$ cat src/rtl/rmfd_pkg.sv
// types and constants for the run-length memory fill decoder
// no dependencies; used by all decoder modules
package rmfd_pkg;

  localparam int WORD_W  = 32;
  localparam int COUNT_W = 31;
  localparam int LITERAL_BIT = 31;
  localparam logic [WORD_W-1:0] ADDR_STEP = 32'd4;

  typedef enum logic [2:0] {
    ST_HEADER,
    ST_ADDRESS,
    ST_LITERAL,
    ST_REPEAT,
    ST_BURST
  } state_t;

  typedef struct packed {
    logic load_addr;
    logic load_count;
    logic clear_count;
    logic emit_literal;
    logic emit_error;
    logic start_burst;
    logic emit_burst;
  } cmd_t;

  typedef struct packed {
    logic hdr_zero;
    logic hdr_literal;
    logic lit_empty;
    logic hdr_oversize;
    logic count_zero;
    logic count_one;
    logic out_free;
  } status_t;

endpackage

$ cat src/rtl/rmfd_if.sv
// valid/ready channel interfaces for the decoder
// spec word input and memory write output; no dependencies
interface rmfd_spec_if;
  logic        valid;
  logic        ready;
  logic [31:0] spec_word;
  logic        final_word;

  modport source (output valid, spec_word, final_word, input ready);
  modport sink   (input valid, spec_word, final_word, output ready);
endinterface

interface rmfd_write_if;
  logic        valid;
  logic        ready;
  logic [31:0] write_address;
  logic [31:0] write_data;
  logic        run_last;
  logic        run_error;

  modport source (output valid, write_address, write_data, run_last, run_error,
                  input ready);
  modport sink   (input valid, write_address, write_data, run_last, run_error,
                  output ready);
endinterface

$ cat src/rtl/rmfd_ctrl.sv
// decoder controller: phase state machine issuing datapath commands
// depends on rmfd_pkg
module rmfd_ctrl
  import rmfd_pkg::*;
(
  input  logic    clk,
  input  logic    rst,
  input  logic    in_valid,
  input  logic    final_word,
  output logic    in_ready,
  input  status_t status,
  output cmd_t    cmd
);

  state_t state;
  state_t state_next;
  logic   accept;

  always_ff @(posedge clk) begin
    if (rst) begin
      state <= ST_HEADER;
    end else begin
      state <= state_next;
    end
  end

  assign in_ready = status.out_free && (state != ST_BURST);
  assign accept   = in_valid && in_ready;

  always_comb begin
    state_next = state;
    cmd        = '0;
    unique case (state)
      ST_HEADER: begin
        if (accept) begin
          priority if (status.hdr_zero) begin
            state_next = ST_ADDRESS;
          end else if (status.hdr_literal) begin
            cmd.load_count = 1'b1;
            state_next = status.lit_empty ? ST_HEADER : ST_LITERAL;
          end else if (status.hdr_oversize) begin
            // error result now, value word swallowed later
            cmd.emit_error  = 1'b1;
            cmd.clear_count = 1'b1;
            state_next = ST_REPEAT;
          end else begin
            cmd.load_count = 1'b1;
            state_next = ST_REPEAT;
          end
        end
      end
      ST_ADDRESS: begin
        if (accept) begin
          cmd.load_addr = 1'b1;
          state_next = ST_HEADER;
        end
      end
      ST_LITERAL: begin
        if (accept) begin
          cmd.emit_literal = 1'b1;
          state_next = status.count_one ? ST_HEADER : ST_LITERAL;
        end
      end
      ST_REPEAT: begin
        if (accept) begin
          if (status.count_zero) begin
            state_next = ST_HEADER;
          end else begin
            cmd.start_burst = 1'b1;
            state_next = ST_BURST;
          end
        end
      end
      ST_BURST: begin
        if (status.out_free) begin
          cmd.emit_burst = 1'b1;
          if (status.count_one) begin
            state_next = ST_HEADER;
          end
        end
      end
      default: begin
        state_next = ST_HEADER;
      end
    endcase

    // last stream word: back to header, unless a repeat run still has writes
    if (accept && final_word && !cmd.start_burst) begin
      state_next      = ST_HEADER;
      cmd.clear_count = 1'b1;
    end
  end

endmodule

$ cat src/rtl/rmfd_datapath.sv
// decoder datapath: address, count, repeat value and output register
// depends on rmfd_pkg
module rmfd_datapath
  import rmfd_pkg::*;
#(
  parameter int MAX_RUN = 64
) (
  input  logic              clk,
  input  logic              rst,
  input  logic [WORD_W-1:0] spec_word,
  input  cmd_t              cmd,
  output status_t           status,
  output logic              out_valid,
  input  logic              out_ready,
  output logic [WORD_W-1:0] write_address,
  output logic [WORD_W-1:0] write_data,
  output logic              run_last,
  output logic              run_error
);

  logic [WORD_W-1:0]  current_address;
  logic [COUNT_W-1:0] count;
  logic [WORD_W-1:0]  rep_data;
  logic               emit_any;

  assign emit_any = cmd.emit_literal || cmd.emit_error || cmd.emit_burst;

  assign status.hdr_zero     = (spec_word == '0);
  assign status.hdr_literal  = spec_word[LITERAL_BIT];
  assign status.lit_empty    = (spec_word[COUNT_W-1:0] == '0);
  assign status.hdr_oversize = (spec_word > WORD_W'(MAX_RUN));
  assign status.count_zero   = (count == '0);
  assign status.count_one    = (count == COUNT_W'(1));
  assign status.out_free     = !out_valid || out_ready;

  always_ff @(posedge clk) begin
    if (rst) begin
      current_address <= '0;
      count           <= '0;
      out_valid       <= 1'b0;
    end else begin
      if (cmd.load_addr) begin
        current_address <= spec_word;
      end else if (cmd.emit_literal || cmd.emit_burst) begin
        current_address <= current_address + ADDR_STEP;
      end

      priority if (cmd.clear_count) begin
        count <= '0;
      end else if (cmd.load_count) begin
        count <= spec_word[COUNT_W-1:0];
      end else if (cmd.emit_literal || cmd.emit_burst) begin
        count <= count - COUNT_W'(1);
      end

      if (emit_any) begin
        out_valid <= 1'b1;
      end else if (out_ready) begin
        out_valid <= 1'b0;
      end
    end
  end

  always_ff @(posedge clk) begin
    if (cmd.start_burst) begin
      rep_data <= spec_word;
    end
    if (emit_any) begin
      write_address <= current_address;
      run_error     <= cmd.emit_error;
      priority if (cmd.emit_error) begin
        write_data <= '0;
        run_last   <= 1'b1;
      end else if (cmd.emit_literal) begin
        write_data <= spec_word;
        run_last   <= 1'b1;
      end else begin
        write_data <= rep_data;
        run_last   <= status.count_one;
      end
    end
  end

endmodule

$ cat src/rtl/rle_memory_fill_decoder.sv
// channel     | dir | payload                                         | moves when
// ------------+-----+-------------------------------------------------+-------------
// spec_in     | in  | spec_word[31:0], final_word                     | valid & ready
// wr_out      | out | write_address, write_data, run_last, run_error  | valid & ready
//
// an address word produces no write and a literal word one write; a repeat value word starts a run
// of writes (up to MAX_RUN) through the single output register, and input is held off while the
// run drains.
// a stalled output register holds the input off as well.
// synchronous reset returns the decoder to expecting a header with address zero.
// depends on rmfd_pkg, rmfd_if, rmfd_ctrl, rmfd_datapath
module rle_memory_fill_decoder
  import rmfd_pkg::*;
#(
  parameter int MAX_RUN = 64
) (
  input  logic         clk,
  input  logic         rst,
  rmfd_spec_if.sink    spec_in,
  rmfd_write_if.source wr_out
);

  cmd_t    cmd;
  status_t status;
  logic    in_ready;

  assign spec_in.ready = in_ready;

  rmfd_ctrl u_ctrl (
    .clk        (clk),
    .rst        (rst),
    .in_valid   (spec_in.valid),
    .final_word (spec_in.final_word),
    .in_ready   (in_ready),
    .status     (status),
    .cmd        (cmd)
  );

  rmfd_datapath #(
    .MAX_RUN (MAX_RUN)
  ) u_datapath (
    .clk           (clk),
    .rst           (rst),
    .spec_word     (spec_in.spec_word),
    .cmd           (cmd),
    .status        (status),
    .out_valid     (wr_out.valid),
    .out_ready     (wr_out.ready),
    .write_address (wr_out.write_address),
    .write_data    (wr_out.write_data),
    .run_last      (wr_out.run_last),
    .run_error     (wr_out.run_error)
  );

endmodule

$ cat src/flat_wrapper.sv
// flat-port wrapper written by rule: the top's interface ports become plain ports
module rle_memory_fill_decoder_flat import rmfd_pkg::*;
#(
  parameter int MAX_RUN = 64
)
  (clk, rst, spec_in_valid, spec_in_spec_word, spec_in_final_word, spec_in_ready, wr_out_valid, wr_out_write_address, wr_out_write_data, wr_out_run_last, wr_out_run_error, wr_out_ready);
  rmfd_spec_if spec_in_i ();
  rmfd_write_if wr_out_i ();
  input  logic clk;
  input  logic rst;
  input wire logic [$bits(spec_in_i.valid)-1:0] spec_in_valid;
  input wire logic [$bits(spec_in_i.spec_word)-1:0] spec_in_spec_word;
  input wire logic [$bits(spec_in_i.final_word)-1:0] spec_in_final_word;
  output wire logic [$bits(spec_in_i.ready)-1:0] spec_in_ready;
  output wire logic [$bits(wr_out_i.valid)-1:0] wr_out_valid;
  output wire logic [$bits(wr_out_i.write_address)-1:0] wr_out_write_address;
  output wire logic [$bits(wr_out_i.write_data)-1:0] wr_out_write_data;
  output wire logic [$bits(wr_out_i.run_last)-1:0] wr_out_run_last;
  output wire logic [$bits(wr_out_i.run_error)-1:0] wr_out_run_error;
  input wire logic [$bits(wr_out_i.ready)-1:0] wr_out_ready;
  assign spec_in_i.valid = spec_in_valid;
  assign spec_in_i.spec_word = spec_in_spec_word;
  assign spec_in_i.final_word = spec_in_final_word;
  assign spec_in_ready = spec_in_i.ready;
  assign wr_out_valid = wr_out_i.valid;
  assign wr_out_write_address = wr_out_i.write_address;
  assign wr_out_write_data = wr_out_i.write_data;
  assign wr_out_run_last = wr_out_i.run_last;
  assign wr_out_run_error = wr_out_i.run_error;
  assign wr_out_i.ready = wr_out_ready;
  rle_memory_fill_decoder #(.MAX_RUN(MAX_RUN)) u_core (.clk(clk), .rst(rst), .spec_in(spec_in_i), .wr_out(wr_out_i));
endmodule
$ cat config.mk
export PLATFORM = sky130hd
export DESIGN_NAME = rle_memory_fill_decoder_flat
export DESIGN_NICKNAME = d
export VERILOG_FILES = /design/src/rtl/rmfd_pkg.sv /design/src/rtl/rmfd_if.sv /design/src/rtl/rmfd_ctrl.sv /design/src/rtl/rmfd_datapath.sv /design/src/rtl/rle_memory_fill_decoder.sv /design/src/flat_wrapper.sv
export SDC_FILE = /design/constraint.sdc
export NUM_CORES = 1
export LEC_CHECK = 0
export ABC_AREA = 1
export ABC_CLOCK_PERIOD_IN_PS = 4100
export BUFFER_PORTS_ARGS = -buffer_cell sky130_fd_sc_hd__buf_2
export CORE_ASPECT_RATIO = 1.25
export CORE_MARGIN = 3
export CORE_UTILIZATION = 58
export DETAILED_ROUTE_END_ITERATION = 6
export GPL_ROUTABILITY_DRIVEN = 1
export GPL_TIMING_DRIVEN = 0
export PLACE_DENSITY = 0.8
export REMOVE_ABC_BUFFERS = 1
export SLEW_MARGIN = 20
export SYNTH_ARGS = -nofsm -noshare
export SYNTH_HDL_FRONTEND = slang
export SYNTH_SLANG_ARGS = --single-unit
$ cat constraint.sdc
create_clock -name clk -period 4.1 [get_ports clk]
set_input_delay 0.205 -clock clk [delete_from_list [all_inputs] [get_ports clk]]
set_output_delay 0.205 -clock clk [all_outputs]
set_load 0.005 [all_outputs]
# After elaboration in Yosys (flattened, before gate mapping)
# Cells that the tools add are included.
# classes
n_reduce_logical,21
n_addsub,2
magnitude_cmp,1
eq_ne,12
n_mux,38
# op_table
cell,count
$mux W32,3
$logic_not A31 Y1,2
$mux W31,2
$add A32 B3 Y32 const B,1
$gt A32 B7 Y1 const B,1
$logic_not A32 Y1,1
$eq A31 B1 Y1 const B,1
$sub A31 B1 Y31 const B,1
$mux W3,7
$mux W1,18
$pmux W3 S5,1
$mux W2,7
$ne A2 B2 Y1 const B,6
$eq A3 B2 Y1 const B,2
$reduce_and A6 Y1,1
$reduce_bool A2 Y1,3
$reduce_or A2 Y1,3
$logic_and A1 B1 Y1,4
$logic_or A1 B1 Y1,4
$eq A3 B1 Y1 const B,1
$eq A3 B3 Y1 const B,1
$logic_not A3 Y1,1
$ne A3 B3 Y1 const B,1
$logic_not A1 Y1,2
# totals
output_inout_bits,68
reg_bits,165
input_bits,37
elab_cells,83

# Depth between registers and ports, before layout
# logic_depth
depth_word,10
mapped_depth,14
ltp_nobuf,14

# Cells and area by module
# From an unflattened synthesis, not the netlist that was laid out.
# hier_totals
hier_cells,1019
area_unflattened_um2,8231.6
# modules_own_cells
module,cells_each,seq_area_each_um2,instances,area_each_um2
rmfd_datapath,957,4224.1,1,7887.6
rmfd_ctrl,62,60.1,1,344.1

# Worst setup path before layout
# Ideal clock, no wire load.
# synth_timing
path_type,register -> register
start,reg u_core.u_ctrl.state[0]
end,reg u_core.u_datapath.run_error (enable)
setup_ns,0.426
required_ns,3.674
t_arrival_ns,2.655
synth_period_minus_slack_ns,3.082
path_buffers,1
stages_incl_launch_ff,10
path_slack_ns,1.018
cell_sequence,dfxtp_1 nor2_2 nand2_2 nand2_4 inv_4 nand2_8 nor3_2 buf_2 nand3_1 nand2_1
# synth_via
elab_chain_len,7
word_cells_on_any_way,13
classes_between,eq/ne: 3; mux: 5; reduce/logical: 5
# synth_rtl
item,line,rtl
"start, declared",rmfd_ctrl.sv:15,state_t state;
"start signal, assigned",rmfd_ctrl.sv:23,state <= state_next;
$ne A3 B3 Y1 (*),rmfd_ctrl.sv:27,assign in_ready = status.out_free && (state != ST_BURST);
$logic_and A1 B1 Y1 (*),rmfd_ctrl.sv:27,
via spec_in_ready,flat_wrapper.sv:14,output wire logic [$bits(spec_in_i.ready)-1:0] spec_in_ready;
$logic_and A1 B1 Y1 (*),rmfd_ctrl.sv:28,assign accept = in_valid && in_ready;
$mux W1 (on tied branches),"rmfd_ctrl.sv:59, rmfd_ctrl.sv:35",
$mux W1,rmfd_ctrl.sv:33,unique case (state)
$logic_or A1 B1 Y1 (*) (2 in series),rmfd_datapath.sv:26,assign emit_any = cmd.emit_literal || cmd.emit_error || cmd.emit_burst;
via u_core.u_datapath.emit_any,rmfd_datapath.sv:24,logic emit_any;
"end signal, assigned",rmfd_datapath.sv:70,run_error <= cmd.emit_error;
"end, declared",rmfd_datapath.sv:18,output logic run_error
# Mark *: on every way through the listed nets, which the timed path passes. The rest lies on a longest branch.
# A chain may end at the register's enable or synchronous reset.

# Worst setup path after layout
# layout_timing
start,reg u_core.u_datapath.out_valid
end,reg u_core.u_datapath.current_address[17]
# layout_via
elab_chain_len,8
word_cells_on_any_way,12
classes_between,mux: 6; reduce/logical: 6
# layout_rtl
item,line,rtl
"start, declared",rmfd_datapath.sv:13,"output logic out_valid,"
"start signal, assigned",rmfd_datapath.sv:40,out_valid <= 1'b0;
"start signal, assigned",rmfd_datapath.sv:57,out_valid <= 1'b1;
"start signal, assigned",rmfd_datapath.sv:59,out_valid <= 1'b0;
$logic_not A1 Y1 (*),rmfd_datapath.sv:34,assign status.out_free = !out_valid || out_ready;
$logic_or A1 B1 Y1 (*),rmfd_datapath.sv:34,
$logic_and A1 B1 Y1,rmfd_ctrl.sv:27,
$logic_and A1 B1 Y1,rmfd_ctrl.sv:28,
$mux W1,"rmfd_ctrl.sv:53, rmfd_ctrl.sv:59",
$mux W1,rmfd_ctrl.sv:33,
$logic_or A1 B1 Y1,rmfd_datapath.sv:44,end else if (cmd.emit_literal || cmd.emit_burst) begin
$reduce_bool A2 Y1 (no line),n/a,
"end signal, assigned",rmfd_datapath.sv:43,current_address <= spec_word;
"end signal, assigned",rmfd_datapath.sv:45,current_address <= current_address + ADDR_STEP;
"end, declared",rmfd_datapath.sv:21,logic [WORD_W-1:0] current_address;
# Mark *: on every way between the ends. The rest lies on a longest branch, timed or not.

==> metrics.txt <==
cell mode on critical path inv_1; Setup crit end kind flip-flop; period utilization 87.87%; Power Dens Cells 449.3 nW/um^2; CTS tree built; Largest stage delay, worst path 0.65 ns; Die Y-Extent 140.0 um; Placer Congestion 0.9803; register bit count reported by yosys 165; RSZ-0062 raised after global routing no; Reg2Reg Depth 14; Max Root-Sink Buffers 2; Area Growth Syn to Fin 14.53%; number of port buffers 104; Post-Syn Instances 1045; reg2reg end u_core.u_datapath.current_address[17]; Num CTS Buffers 17; final slew viol count 0; Max Cap Viol 0; Die W 113.2 um; CP Cell Sequence inv_1, nor2_1, inv_1, nand2_4, nor2_4, nand2_2, nand2_4, inv_4, nand2_2, inv_2, nand2_1, o211ai_1, nand2_1, inv_1; first-pass GRT wire length 35.61 mm; sequential share of the synthesized area 51.40%; Core Box Area 13930 um^2; Post-Route WL 22.13 mm; Tightest Hold Check Type in2reg; fraction of registers with async set or reset after synthesis 0%; Final Hold Fails 0; post-layout min period 3.603 ns; CP Class reg2reg; slew margin rel. 27.54%; commonest cells in the netlist nand2_1 (261), nor2_1 (203), inv_1 (101); Synth area leader edfxtp_1; EDFF count, synth 98; Setup violations, final 0; DRC Markers 0; CP max stage cell nand2_2; initial antenna violation count 1; status completed; # IOs 105; buffer count from post-CTS setup fixing 0; Synth warnings 0; clock latency on the worst-skew pair 0.43 ns; initial core utilization 59.82%; Worst-path clk slew 0.07 ns; Total GRT Usage 28.45%; wire length per cell 16.66 um; Clock Sinks 165; Syn Area/Cell 7.977 um^2; iteration-0 DRC count of the detailed router 781; r2r setup slk 0.50 ns; maximum vdd drop 0.2667 mV; Worst EP required 4.48 ns; setup TNS 0 ns; count leader, synth nand2_1; Static Leak 4.012 nW; Layout Nets 1179; die area 15850 um^2; Remaining Overflow, GRT 0; fill cell total of the finished layout 1156; largest cells by area after synthesis edfxtp_1 (35%), dfxtp_1 (16%), nand2_1 (12%); Netlist Area Pre-Place 8335 um^2; Yosys cell types 40; Min-Delay Endpoint u_core.u_datapath.rep_data[1]; worst-case clock skew 0.008728 ns; r2r startpoint u_core.u_datapath.out_valid; Routed Antenna Nets 0; top_reg_cell synth edfxtp_1; slew of the pin with the lowest slew margin 1.084 ns; Root Buffer clkbuf_16; vias in the first global route 7217; Vias 7433; Critical Path Fanout Max 54; total power 4.289 mW; Cell Rows 48; startpoint types flip-flop; largest net degree at the start of global routing 55; fmax 0.2776 GHz; layout cells sized above 1 15.10%; DP HPWL 15.49 mm; top cell type's share of synthesized area 35.30%; H-tree lvl count 4; DRT Pass-1 Iters 6; WP data arrival 3.98 ns; hold-critical path depth 1; hold path start spec_in_spec_word[1]; vias per cell 5.597
## timing repair
| action | 4_1_cts | 5_1_grt |
|---|---|---|
| endpoints found under the hold margin | 1 | 0 |
| gates resized for setup | 0 | 0 |
| hold buffers | 1 | 0 |
## power by group
group	switching, mW	total [mW]	leakage [nW]	internal, mW
Clock	0.729	1.57	0.280	0.841
Sequential	0.0551	1.93	1.46	1.88
Combinational	0.535	0.787	2.27	0.252
## worst max-delay path by stage
stage                           startpoint                                    end  slack, ns  cells after the start
6_report       u_core.u_datapath.out_valid  u_core.u_datapath.current_address[17]       0.50                     14
5_1_grt        u_core.u_datapath.out_valid  u_core.u_datapath.current_address[23]       0.26                     12
4_1_cts        u_core.u_datapath.out_valid  u_core.u_datapath.current_address[17]       0.56                     14
3_5_place_dp   u_core.u_datapath.out_valid  u_core.u_datapath.current_address[17]       0.54                     14
3_3_place_gp   u_core.u_datapath.out_valid     u_core.u_datapath.write_address[4]      -0.88                      9
2_1_floorplan  u_core.u_datapath.out_valid            u_core.u_datapath.run_error       0.40                      9
## final cells by class
type | count | area [um^2] | area share [%]
repair buffers | 108 | 585.6 | 6.134
diodes | 1 | 2.502 | 0.02621
inverters | 106 | 405.4 | 4.246
clock buffers | 18 | 450.4 | 4.718
multi-input cells | 741 | 3466 | 36.30
well taps | 175 | 219.0 | 2.294
flip-flops and latches | 165 | 4284 | 44.88
clock inverters | 14 | 133.9 | 1.402
## metrics by stage
stage	utilization (%)	instances	instance area [um^2]	hold slack [ns]	setup WS [ns]
global route	68.52	1328	9547	0.02022	0.2632
CTS	68.50	1327	9544	0.01575	0.5577
floorplan	-	1012	8134	0.2741	0.4045
detailed placement	64.23	1294	8950	0.4213	0.5411
finish	68.52	1328	9547	0.02646	0.4974
global placement	63.69	1291	8874	0.4131	-0.8753
## critical path: cells and delay by family (launching register included)
kind,cells,cell delay (ns)
buf+inv,5,1.05
simple gates,8,2.06
compound gates,1,0.09
flops,1,0.32
## registers in the layout, indices dropped and copies added, names as in the netlist
signal,cells
u_core.u_datapath.current_address,32
u_core.u_datapath.rep_data,32
u_core.u_datapath.write_address,32
u_core.u_datapath.write_data,32
u_core.u_datapath.count,31
u_core.u_ctrl.state,3
u_core.u_datapath.out_valid,1
u_core.u_datapath.run_error,1
u_core.u_datapath.run_last,1
## cell families (layout without fill, tap and decap cells)
kind of cell / Yosys count / after routing / synth area share (%)
other cells: 0 / 1 / 0
flops: 165 / 165 / 51.40
fa+ha+maj: 3 / 3 / 0.4504
simple gates: 595 / 595 / 30.29
buf+inv: 139 / 246 / 7.280
xor+xnor: 33 / 33 / 3.467
compound gates: 110 / 110 / 7.115
## cell usage in the layout (no fill, tap or decap), types with 23 or more instances in the layout
| cell | instances |
|---|---|
| inv_1 | 101 |
| buf_2 | 104 |
| o21ai_0 | 23 |
| edfxtp_1 | 98 |
| xor2_1 | 28 |
| nand3_1 | 73 |
| dfxtp_1 | 67 |
| nor2_1 | 202 |
| a21oi_1 | 57 |
| nand2_1 | 260 |
## metal layers
| metal | track usage [%] | up-vias | share of wire, % |
|---|---|---|---|
| met2 | 48.03 | 386 | 50 |
| li1 | - | 3586 | - |
| met3 | 3.803 | 87 | 8.0 |
| met4 | 16.20 | 0 | 4.9 |
| met5 | 0 | - | 0 |
| met1 | 34.90 | 3374 | 37 |
No activity file was read; power rests on OpenSTA's default activity.
